===== src/sv/gated_object_track_merge_assert.svh =====
// assertion macros shared by the gated object track merge rtl
// needs nothing but a clock, an active-low reset and the signals named in each use
`ifndef GATED_OBJECT_TRACK_MERGE_ASSERT_SVH
`define GATED_OBJECT_TRACK_MERGE_ASSERT_SVH

// condition must hold in the same cycle as the trigger
`define GOTM_ASSERT_IMPLY(label, clk, rst_n, ante, cons, msg) \
    label: assert property (@(posedge clk) disable iff (!rst_n) (ante) |-> (cons)) \
        else $error(msg);

// condition must hold in the cycle after the trigger
`define GOTM_ASSERT_NEXT(label, clk, rst_n, ante, cons, msg) \
    label: assert property (@(posedge clk) disable iff (!rst_n) (ante) |=> (cons)) \
        else $error(msg);

`endif


===== src/sv/gotm_pkg.sv =====
// constants, types and helper functions for the gated object track merge block
// depends on nothing; used by the top level and the testbench
`timescale 1ns / 1ps

package gotm_pkg;

    // table and field sizes
    localparam int TABLE_DEPTH = 32;
    localparam int COORD_BITS  = 24;
    localparam int TAG_BITS    = 16;
    localparam int STAMP_BITS  = 48;
    localparam int CMD_BITS    = 3;
    localparam int THR_BITS    = 16;
    localparam int GATE_BITS   = 32;

    localparam int IDX_BITS  = (TABLE_DEPTH > 1) ? $clog2(TABLE_DEPTH) : 1;
    localparam int CNT_BITS  = $clog2(TABLE_DEPTH + 1);
    localparam int MAG_BITS  = (COORD_BITS + 1 > THR_BITS + 1) ? COORD_BITS + 1 : THR_BITS + 1;
    localparam int DIFF_BITS = MAG_BITS + 1;
    localparam int PROD_BITS = 2 * THR_BITS;

    // configuration port
    localparam int CFG_INDEX_BITS = 4;
    localparam int CFG_DATA_BITS  = 32;

    localparam logic [CFG_INDEX_BITS-1:0] REG_DIST_THR  = CFG_INDEX_BITS'(0);
    localparam logic [CFG_INDEX_BITS-1:0] REG_TIME_GATE = CFG_INDEX_BITS'(1);

    localparam logic [THR_BITS-1:0]  DIST_THR_RESET  = THR_BITS'(2000);
    localparam logic [GATE_BITS-1:0] TIME_GATE_RESET = GATE_BITS'(300000);

    // command codes
    localparam logic [CMD_BITS-1:0] CMD_FRAME  = CMD_BITS'(0);
    localparam logic [CMD_BITS-1:0] CMD_BASE   = CMD_BITS'(1);
    localparam logic [CMD_BITS-1:0] CMD_BATCH  = CMD_BITS'(2);
    localparam logic [CMD_BITS-1:0] CMD_SOURCE = CMD_BITS'(3);
    localparam logic [CMD_BITS-1:0] CMD_EMIT   = CMD_BITS'(4);

    // one table entry
    typedef struct packed {
        logic [COORD_BITS-1:0] x;
        logic [COORD_BITS-1:0] y;
        logic [COORD_BITS-1:0] z;
        logic [TAG_BITS-1:0]   tag;
    } entry_t;

    localparam int ENTRY_BITS = $bits(entry_t);

    // sign extend a coordinate to the difference width
    function automatic logic [DIFF_BITS-1:0] coord_ext(input logic [COORD_BITS-1:0] c);
        return {{(DIFF_BITS - COORD_BITS){c[COORD_BITS-1]}}, c};
    endfunction

    // floor of the average of two signed coordinates
    function automatic logic [COORD_BITS-1:0] coord_avg(input logic [COORD_BITS-1:0] a,
                                                        input logic [COORD_BITS-1:0] b);
        logic [COORD_BITS:0] s;
        s = {a[COORD_BITS-1], a} + {b[COORD_BITS-1], b};
        return s[COORD_BITS:1];
    endfunction

endpackage


===== src/sv/gotm_ram.sv =====
// generic single write port, single read port ram with registered read data
// depends on nothing
`timescale 1ns / 1ps

module gotm_ram #(
    parameter int WIDTH = 8,
    parameter int DEPTH = 32
) (
    input  logic                                    clk,
    input  logic                                    wr_en,
    input  logic [((DEPTH > 1) ? $clog2(DEPTH) : 1)-1:0] wr_addr,
    input  logic [WIDTH-1:0]                        wr_data,
    input  logic [((DEPTH > 1) ? $clog2(DEPTH) : 1)-1:0] rd_addr,
    output logic [WIDTH-1:0]                        rd_data
);

    logic [WIDTH-1:0] mem [DEPTH];
    logic [WIDTH-1:0] rd_data_reg;

    // write port
    always_ff @(posedge clk)
    begin
        if (wr_en)
        begin
            mem[wr_addr] <= wr_data;
        end
    end

    // registered read port
    always_ff @(posedge clk)
    begin
        rd_data_reg <= mem[rd_addr];
    end

    assign rd_data = rd_data_reg;

endmodule


===== src/sv/gated_object_track_merge.sv =====
// gated object track merge: one multiplier shared under a small sequencer, table in gotm_ram
// frame start: decode; base object: decode, append; source batch: decode, gate check
// source object: decode, then if the gate is open per entry read, diff, squares, compare
// then merge or append; emit: per entry read, output, wait; requests are held off until done
// reset clears control, counts and flags and loads register defaults; table words stay undefined
// depends on gotm_pkg, gotm_ram and gated_object_track_merge_assert.svh
`timescale 1ns / 1ps
`include "gated_object_track_merge_assert.svh"

module gated_object_track_merge (
    input  logic                                    clk,
    input  logic                                    rst_n,
    // item channel
    input  logic                                    item_valid,
    output logic                                    item_stall,
    input  logic [gotm_pkg::CMD_BITS-1:0]           cmd,
    input  logic [gotm_pkg::STAMP_BITS-1:0]         stamp,
    input  logic signed [gotm_pkg::COORD_BITS-1:0]  pos_x,
    input  logic signed [gotm_pkg::COORD_BITS-1:0]  pos_y,
    input  logic signed [gotm_pkg::COORD_BITS-1:0]  pos_z,
    input  logic [gotm_pkg::TAG_BITS-1:0]           object_tag,
    // result channel
    output logic                                    result_valid,
    input  logic                                    result_stall,
    output logic signed [gotm_pkg::COORD_BITS-1:0]  out_x,
    output logic signed [gotm_pkg::COORD_BITS-1:0]  out_y,
    output logic signed [gotm_pkg::COORD_BITS-1:0]  out_z,
    output logic [gotm_pkg::TAG_BITS-1:0]           out_tag,
    output logic                                    last_entry,
    output logic                                    overflowed,
    // configuration write channel
    input  logic                                    cfg_valid,
    output logic                                    cfg_ready,
    input  logic [gotm_pkg::CFG_INDEX_BITS-1:0]     cfg_index,
    input  logic [gotm_pkg::CFG_DATA_BITS-1:0]      cfg_data
);

    import gotm_pkg::*;

    typedef enum logic [12:0] {
        ST_IDLE      = 13'b0000000000001,
        ST_DECODE    = 13'b0000000000010,
        ST_GATE      = 13'b0000000000100,
        ST_RD        = 13'b0000000001000,
        ST_DIFF      = 13'b0000000010000,
        ST_SQX       = 13'b0000000100000,
        ST_SQY       = 13'b0000001000000,
        ST_CMP       = 13'b0000010000000,
        ST_MERGE     = 13'b0000100000000,
        ST_APPEND    = 13'b0001000000000,
        ST_EMIT_RD   = 13'b0010000000000,
        ST_EMIT_OUT  = 13'b0100000000000,
        ST_EMIT_WAIT = 13'b1000000000000
    } state_t;

    // control state
    state_t                 state_reg, state_next;
    logic [IDX_BITS-1:0]    idx_reg, idx_next;
    logic [CNT_BITS-1:0]    count_reg, count_next;
    logic [STAMP_BITS-1:0]  frame_stamp_reg, frame_stamp_next;
    logic                   gate_open_reg, gate_open_next;
    logic                   source_seen_reg, source_seen_next;
    logic                   overflow_reg, overflow_next;
    logic                   result_valid_reg, result_valid_next;

    // configuration registers
    logic [THR_BITS-1:0]    dist_thr_reg;
    logic [GATE_BITS-1:0]   time_gate_reg;

    // captured request
    logic [CMD_BITS-1:0]    cmd_reg;
    logic [STAMP_BITS-1:0]  stamp_reg;
    logic [COORD_BITS-1:0]  px_reg, py_reg, pz_reg;
    logic [TAG_BITS-1:0]    tag_reg;

    // datapath registers
    logic [STAMP_BITS-1:0]  stamp_diff_reg;
    logic [PROD_BITS-1:0]   thr_sq_reg;
    logic [PROD_BITS:0]     acc_reg;
    logic [THR_BITS-1:0]    mag_x_reg, mag_y_reg;
    logic                   far_reg;
    entry_t                 entry_reg;
    logic [COORD_BITS-1:0]  out_x_reg, out_y_reg, out_z_reg;
    logic [TAG_BITS-1:0]    out_tag_reg;
    logic                   last_reg;
    logic                   overflowed_reg;

    // table ram signals
    logic                   ram_wr_en;
    logic [IDX_BITS-1:0]    ram_wr_addr;
    entry_t                 ram_wr_data;
    entry_t                 ram_rd_data;

    // combinational helpers
    logic                   item_take;
    logic                   cfg_take;
    logic [THR_BITS-1:0]    mul_a, mul_b;
    logic [PROD_BITS-1:0]   mul_p;
    logic [DIFF_BITS-1:0]   dx_full, dy_full;
    logic [DIFF_BITS-1:0]   dx_abs, dy_abs;
    logic                   far_x, far_y;
    logic                   hit;
    logic [CNT_BITS-1:0]    idx_ext;
    logic                   idx_is_last;
    logic                   table_full;
    logic                   stamp_ge;

    assign item_take   = item_valid && !item_stall;
    assign cfg_take    = cfg_valid && cfg_ready;
    assign item_stall  = (state_reg != ST_IDLE);
    assign cfg_ready   = 1'b1;
    assign idx_ext     = CNT_BITS'(idx_reg);
    assign idx_is_last = (idx_ext + CNT_BITS'(1)) == count_reg;
    assign table_full  = (count_reg == CNT_BITS'(TABLE_DEPTH));
    assign stamp_ge    = (stamp_reg >= frame_stamp_reg);

    // table storage
    gotm_ram #(
        .WIDTH (ENTRY_BITS),
        .DEPTH (TABLE_DEPTH)
    ) u_table (
        .clk     (clk),
        .wr_en   (ram_wr_en),
        .wr_addr (ram_wr_addr),
        .wr_data (ram_wr_data),
        .rd_addr (idx_reg),
        .rd_data (ram_rd_data)
    );

    // shared multiplier: threshold square, then dx square, then dy square
    always_comb
    begin
        mul_a = '0;
        mul_b = '0;
        case (state_reg)
            ST_DECODE:
            begin
                mul_a = dist_thr_reg;
                mul_b = dist_thr_reg;
            end
            ST_SQX:
            begin
                mul_a = mag_x_reg;
                mul_b = mag_x_reg;
            end
            ST_SQY:
            begin
                mul_a = mag_y_reg;
                mul_b = mag_y_reg;
            end
            default:
            begin
                mul_a = '0;
                mul_b = '0;
            end
        endcase
    end

    assign mul_p = mul_a * mul_b;

    // planar differences against the entry just read
    assign dx_full = coord_ext(px_reg) - coord_ext(ram_rd_data.x);
    assign dy_full = coord_ext(py_reg) - coord_ext(ram_rd_data.y);
    assign dx_abs  = dx_full[DIFF_BITS-1] ? (~dx_full + DIFF_BITS'(1)) : dx_full;
    assign dy_abs  = dy_full[DIFF_BITS-1] ? (~dy_full + DIFF_BITS'(1)) : dy_full;
    assign far_x   = |dx_abs[MAG_BITS-1:THR_BITS];
    assign far_y   = |dy_abs[MAG_BITS-1:THR_BITS];

    // match when squared distance is strictly under squared threshold
    assign hit = !far_reg && (acc_reg < {1'b0, thr_sq_reg});

    // table write: merge averages or append the captured object
    always_comb
    begin
        ram_wr_en   = 1'b0;
        ram_wr_addr = idx_reg;
        ram_wr_data = entry_t'{x: px_reg, y: py_reg, z: pz_reg, tag: tag_reg};
        case (state_reg)
            ST_MERGE:
            begin
                ram_wr_en   = 1'b1;
                ram_wr_addr = idx_reg;
                ram_wr_data = entry_t'{x:   coord_avg(entry_reg.x, px_reg),
                                       y:   coord_avg(entry_reg.y, py_reg),
                                       z:   coord_avg(entry_reg.z, pz_reg),
                                       tag: entry_reg.tag};
            end
            ST_APPEND:
            begin
                ram_wr_en   = !table_full;
                ram_wr_addr = count_reg[IDX_BITS-1:0];
            end
            default:
            begin
                ram_wr_en = 1'b0;
            end
        endcase
    end

    // sequencer
    always_comb
    begin
        state_next        = state_reg;
        idx_next          = idx_reg;
        count_next        = count_reg;
        frame_stamp_next  = frame_stamp_reg;
        gate_open_next    = gate_open_reg;
        source_seen_next  = source_seen_reg;
        overflow_next     = overflow_reg;
        result_valid_next = result_valid_reg;
        case (state_reg)
            ST_IDLE:
            begin
                if (item_take)
                begin
                    state_next = ST_DECODE;
                end
            end
            ST_DECODE:
            begin
                idx_next = '0;
                case (cmd_reg)
                    CMD_FRAME:
                    begin
                        count_next       = '0;
                        frame_stamp_next = stamp_reg;
                        gate_open_next   = 1'b0;
                        source_seen_next = 1'b0;
                        overflow_next    = 1'b0;
                        state_next       = ST_IDLE;
                    end
                    CMD_BASE:
                    begin
                        state_next = ST_APPEND;
                    end
                    CMD_BATCH:
                    begin
                        source_seen_next = 1'b1;
                        state_next       = ST_GATE;
                    end
                    CMD_SOURCE:
                    begin
                        if (!gate_open_reg)
                        begin
                            state_next = ST_IDLE;
                        end
                        else if (count_reg == '0)
                        begin
                            state_next = ST_APPEND;
                        end
                        else
                        begin
                            state_next = ST_RD;
                        end
                    end
                    CMD_EMIT:
                    begin
                        if (source_seen_reg && (count_reg != '0))
                        begin
                            state_next = ST_EMIT_RD;
                        end
                        else
                        begin
                            state_next = ST_IDLE;
                        end
                    end
                    default:
                    begin
                        state_next = ST_IDLE;
                    end
                endcase
            end
            ST_GATE:
            begin
                gate_open_next = (stamp_diff_reg <= STAMP_BITS'(time_gate_reg));
                state_next     = ST_IDLE;
            end
            ST_RD:
            begin
                state_next = ST_DIFF;
            end
            ST_DIFF:
            begin
                state_next = ST_SQX;
            end
            ST_SQX:
            begin
                state_next = ST_SQY;
            end
            ST_SQY:
            begin
                state_next = ST_CMP;
            end
            ST_CMP:
            begin
                if (hit)
                begin
                    state_next = ST_MERGE;
                end
                else if (idx_is_last)
                begin
                    state_next = ST_APPEND;
                end
                else
                begin
                    idx_next   = idx_reg + IDX_BITS'(1);
                    state_next = ST_RD;
                end
            end
            ST_MERGE:
            begin
                state_next = ST_IDLE;
            end
            ST_APPEND:
            begin
                if (table_full)
                begin
                    overflow_next = 1'b1;
                end
                else
                begin
                    count_next = count_reg + CNT_BITS'(1);
                end
                state_next = ST_IDLE;
            end
            ST_EMIT_RD:
            begin
                state_next = ST_EMIT_OUT;
            end
            ST_EMIT_OUT:
            begin
                result_valid_next = 1'b1;
                state_next        = ST_EMIT_WAIT;
            end
            ST_EMIT_WAIT:
            begin
                if (!result_stall)
                begin
                    result_valid_next = 1'b0;
                    if (last_reg)
                    begin
                        state_next = ST_IDLE;
                    end
                    else
                    begin
                        idx_next   = idx_reg + IDX_BITS'(1);
                        state_next = ST_EMIT_RD;
                    end
                end
            end
            default:
            begin
                state_next = ST_IDLE;
            end
        endcase
    end

    // control registers
    always_ff @(posedge clk or negedge rst_n)
    begin
        if (!rst_n)
        begin
            state_reg        <= ST_IDLE;
            idx_reg          <= '0;
            count_reg        <= '0;
            frame_stamp_reg  <= '0;
            gate_open_reg    <= 1'b0;
            source_seen_reg  <= 1'b0;
            overflow_reg     <= 1'b0;
            result_valid_reg <= 1'b0;
        end
        else
        begin
            state_reg        <= state_next;
            idx_reg          <= idx_next;
            count_reg        <= count_next;
            frame_stamp_reg  <= frame_stamp_next;
            gate_open_reg    <= gate_open_next;
            source_seen_reg  <= source_seen_next;
            overflow_reg     <= overflow_next;
            result_valid_reg <= result_valid_next;
        end
    end

    // configuration registers
    always_ff @(posedge clk or negedge rst_n)
    begin
        if (!rst_n)
        begin
            dist_thr_reg  <= DIST_THR_RESET;
            time_gate_reg <= TIME_GATE_RESET;
        end
        else if (cfg_take)
        begin
            if (cfg_index == REG_DIST_THR)
            begin
                dist_thr_reg <= cfg_data[THR_BITS-1:0];
            end
            if (cfg_index == REG_TIME_GATE)
            begin
                time_gate_reg <= cfg_data[GATE_BITS-1:0];
            end
        end
    end

    // request capture
    always_ff @(posedge clk)
    begin
        if (item_take)
        begin
            cmd_reg   <= cmd;
            stamp_reg <= stamp;
            px_reg    <= pos_x;
            py_reg    <= pos_y;
            pz_reg    <= pos_z;
            tag_reg   <= object_tag;
        end
    end

    // datapath registers
    always_ff @(posedge clk)
    begin
        if (state_reg == ST_DECODE)
        begin
            thr_sq_reg     <= mul_p;
            stamp_diff_reg <= stamp_ge ? (stamp_reg - frame_stamp_reg)
                                       : (frame_stamp_reg - stamp_reg);
        end
        if (state_reg == ST_DIFF)
        begin
            entry_reg <= ram_rd_data;
            mag_x_reg <= dx_abs[THR_BITS-1:0];
            mag_y_reg <= dy_abs[THR_BITS-1:0];
            far_reg   <= far_x || far_y;
        end
        if (state_reg == ST_SQX)
        begin
            acc_reg <= {1'b0, mul_p};
        end
        if (state_reg == ST_SQY)
        begin
            acc_reg <= acc_reg + {1'b0, mul_p};
        end
        if (state_reg == ST_EMIT_OUT)
        begin
            out_x_reg      <= ram_rd_data.x;
            out_y_reg      <= ram_rd_data.y;
            out_z_reg      <= ram_rd_data.z;
            out_tag_reg    <= ram_rd_data.tag;
            last_reg       <= idx_is_last;
            overflowed_reg <= overflow_reg;
        end
    end

    // result port
    assign result_valid = result_valid_reg;
    assign out_x        = out_x_reg;
    assign out_y        = out_y_reg;
    assign out_z        = out_z_reg;
    assign out_tag      = out_tag_reg;
    assign last_entry   = last_reg;
    assign overflowed   = overflowed_reg;

    // checks
    `GOTM_ASSERT_IMPLY(a_count_bound, clk, rst_n, 1'b1, count_reg <= CNT_BITS'(TABLE_DEPTH), "entry count beyond table depth")
    `GOTM_ASSERT_IMPLY(a_scan_in_range, clk, rst_n, state_reg == ST_RD, idx_ext < count_reg, "scan index past entry count")
    `GOTM_ASSERT_IMPLY(a_result_in_emit, clk, rst_n, result_valid_reg, state_reg == ST_EMIT_WAIT, "result shown outside emit")
    `GOTM_ASSERT_NEXT(a_last_ends_emit, clk, rst_n, result_valid_reg && !result_stall && last_reg, state_reg == ST_IDLE, "emit run did not end on last entry")
    `GOTM_ASSERT_IMPLY(a_write_in_update, clk, rst_n, ram_wr_en, state_reg == ST_MERGE || state_reg == ST_APPEND, "table write outside merge or append")

endmodule


===== config.mk =====
export PLATFORM = sky130hd
export DESIGN_NAME = gated_object_track_merge
export DESIGN_NICKNAME = d
export VERILOG_FILES = /design/src/sv/gotm_pkg.sv /design/src/sv/gotm_ram.sv /design/src/sv/gated_object_track_merge.sv
export VERILOG_INCLUDE_DIRS = /design/src /design/src/sv
export SDC_FILE = /design/constraint.sdc
export NUM_CORES = 2
export LEC_CHECK = 0
export BUFFER_PORTS_ARGS = -buffer_cell sky130_fd_sc_hd__buf_2
export CORE_MARGIN = 2
export CORE_UTILIZATION = 45
export CTS_BUF_LIST = sky130_fd_sc_hd__clkbuf_16
export DETAILED_ROUTE_END_ITERATION = 8
export PLACE_DENSITY = 0.71
export SETUP_SLACK_MARGIN = 0.4
export SLEW_MARGIN = 0
export SYNTH_ARGS = -nofsm -noshare
export SYNTH_HDL_FRONTEND = slang
export SYNTH_HIERARCHICAL = 1
export SYNTH_SLANG_ARGS = --single-unit

===== constraint.sdc =====
create_clock -name clk -period 17.62 [get_ports clk]
set_input_delay 1.762 -clock clk [delete_from_list [all_inputs] [get_ports clk]]
set_output_delay 1.762 -clock clk [all_outputs]
set_load 0.03 [all_outputs]

==> flow_summary.json <==
{
  "run_status": "finished clean",
  "die_h_um": 584,
  "cts_tree": "done",
  "cts_hold_buf": 0,
  "hold_depth": 0,
  "r2r_cells": 39,
  "async_reset_ff_frac": 0.0355,
  "grt.overflow.total": 0,
  "grt_pass1_wl_um": 610000,
  "yosysWarnings": 6,
  "worst_slew_pin_slew_ns": 1.39,
  "synth_edf_count": 3278,
  "path_max_fanout": 36,
  "fin_worst_skew_ns": 0.104,
  "critical_path_class": "reg -> reg",
  "fin_crit_ns": 12.10,
  "io_pins": 273,
  "synth.area.top_cells": "edfxtp_1 65%, mux4_2 5.2%, mux2i_1 4.7%",
  "cp-end-kind": "flop",
  "slowest_delay_ns": 0.57,
  "nFillCells": 26968,
  "clock-root-buffer": "clkbuf_16",
  "hold_end": "out_tag[9]",
  "synth_fp_nets": 10156,
  "drv_cap": 0,
  "timing.rr.end": "acc_reg[30]",
  "drc": 0,
  "wire_per_inst_um": 29.6,
  "setup_viol_count_final": 0,
  "post-synth-top-count-cell": "edfxtp_1",
  "slowest_stage": "clkinv_1",
  "arrival_ns": 12.70,
  "cts_buffer_depth": 4,
  "core_area_sq_mm": 0.336,
  "syn_avg_cell_area_sq_um": 16.1,
  "io_buffers": 271,
  "min_from": "u_table/rd_data[9]",
  "synth_commonest_cells": "3,278 x edfxtp_1, 717 x mux2i_1, 521 x inv_1, 486 x a22oi_1, 411 x ha_1",
  "combPwrFrac": 0.138,
  "p_sw_frac": 0.261,
  "cts_setup_buffers": 0,
  "final_area_sq_mm": 0.170,
  "path_clk_slew_ns": 0.06,
  "cts-resized-gates": 0,
  "vias": 88885,
  "yosysTopAreaCellShare": 0.650,
  "p_sw_mw": 5.21,
  "synth_cell_type_count": 98,
  "ys_seq_area_frac": 0.682,
  "drt_first_pass_iters": 6,
  "p_leak_nw": 57.5,
  "fin_util": 0.506,
  "grt_pass1_vias": 87224,
  "tns_ns": 0,
  "wirelength_um": 429000,
  "hpwl_um": 256000,
  "yosys_register_bits": 3490,
  "slew_violations": 0,
  "cp-start-kind": "flop",
  "dieArea_sq_mm": 0.341,
  "p_seq_frac": 0.492,
  "hold_viol": 0,
  "power_density_mw_per_mm2": 117,
  "relSlewSlack": 0.0708,
  "largest_reg_flops": 2816,
  "synth_top_area_cell": "edfxtp_1",
  "h-tree-depth": 5,
  "synth_cells": 9395,
  "vias_per_cell": 6.13,
  "grtUsageTotal": 0.246,
  "clk-insertion-delay-late_ns": 0.97,
  "clkPwrFrac": 0.370,
  "antenna_found_initial": 28,
  "die_w_um": 584,
  "drive_above_1_share": 0.156,
  "syn_to_final_growth_pct": 12.2,
  "r2r-start": "state_reg[10]",
  "min_path_type": "reg -> reg",
  "crit_top_cell": "fa_1",
  "numCtsBuffers": 346,
  "grt_max_degree": 131,
  "peakVddDrop_v": 0.0000957,
  "worstPathRequired_ns": 18.22,
  "fmax_ghz": 0.0826,
  "cts_sinks": 3490,
  "gp_congestion": 0.900,
  "final_nets": 10541,
  "initial_core_util": 0.451,
  "fin_crit_sh": 0.687,
  "synth_flop_cell": "edfxtp_1",
  "placed_cell_area_sq_mm": 0.158,
  "num_rows": 213,
  "grt_setup_unrepaired": "false",
  "syn_area_sq_mm": 0.151,
  "ant_nets": 0,
  "cellInternalPower_mw": 14.7,
  "drt_iter0_drc": 11182,
  "rrSetupSlack_ns": 5.52
}
[metal layers]
layer,global-route usage,share of wire,vias up
met1,0.329,0.38,45733
met5,0,0.000051,-
li1,-,-,37318
met4,0.102,0.045,4
met2,0.400,0.47,4972
met3,0.0400,0.098,858
[placed cells by master (no fill, tap or decap), drive strengths merged, types with 58 or more instances in the layout]
master     n
edfxtp  3278
mux2i    717
inv      625
a22oi    486
buf      463
ha       411
nand2    400
mux4     353
clkbuf   352
o21ai    312
nor2     306
a21oi    275
nand3    215
fa       170
clkinv   150
xnor2    144
dfrtp    109
nand4    102
xor2      98
a21o      93
a31oi     89
dfxtp     88
mux2      86
nor3      58
[power by group through the flow]
| stage | clock network (mW) | logic [mW] | registers (mW) |
|---|---|---|---|
| floorplan | 0 | 1.85 | 9.92 |
| CTS | 7.45 | 2.72 | 9.81 |
| finish | 7.37 | 2.75 | 9.82 |
| global placement | 0 | 2.63 | 9.98 |
| global route | 7.77 | 3.01 | 9.83 |
| detailed placement | 0 | 2.70 | 9.98 |
[through the flow]
| stage | power, mW | std cells | setup WS [ns] | hold slack, ns |
|---|---|---|---|---|
| floorplan | 11.8 | 9395 | 4.94 | 0.404 |
| global placement | 12.6 | 13838 | 5.60 | 0.421 |
| detailed placement | 12.7 | 13838 | 5.51 | 0.418 |
| CTS | 20.0 | 14481 | 5.46 | 0.435 |
| global route | 20.6 | 14487 | 4.73 | 0.456 |
| finish | 19.9 | 14494 | 5.52 | 0.427 |
[logic make-up (layout without fill, tap and decap cells)]
family	count (synthesis)	count (layout)	share of synthesized area
mux	1156	1156	0.106
xor+xnor	242	242	0.0140
other cells	1	13	0.0000248
buf+inv	953	1633	0.0267
simple gates	1364	1364	0.0434
flops	3490	3490	0.682
compound gates	1608	1608	0.0710
fa+ha+maj	581	581	0.0564
[final cells by class]
cell class / count / area (sq um) / area share
repair buffers: 463 / 2930 / 0.0173
diodes: 12 / 30.0 / 0.000177
flip-flops and latches: 3490 / 103000 / 0.608
multi-input cells: 4952 / 44700 / 0.263
inverters: 527 / 1980 / 0.0117
clock inverters: 291 / 2590 / 0.0153
well taps: 4407 / 5510 / 0.0325
clock buffers: 352 / 8810 / 0.0518
[how the worst max path moves through the flow]
stage                     depth (start not counted)          start           to
after floorplan                                  43  state_reg[11]  acc_reg[30]
after global placement                           39  state_reg[10]  acc_reg[30]
after detailed placement                         39  state_reg[10]  acc_reg[30]
after CTS                                        41  state_reg[11]  acc_reg[30]
after global routing                             41  state_reg[11]  acc_reg[30]
final                                            39  state_reg[10]  acc_reg[30]
[worst max-delay path: cells and delay by family, from the launching register on]
kind,cells,cell delay (ns)
fa+ha+maj,8,3.82
compound gates,15,3.26
xor+xnor,2,0.35
buf+inv,6,1.27
flops,1,0.44
simple gates,8,2.65
Note: power is estimated with default switching activity, not from simulation.
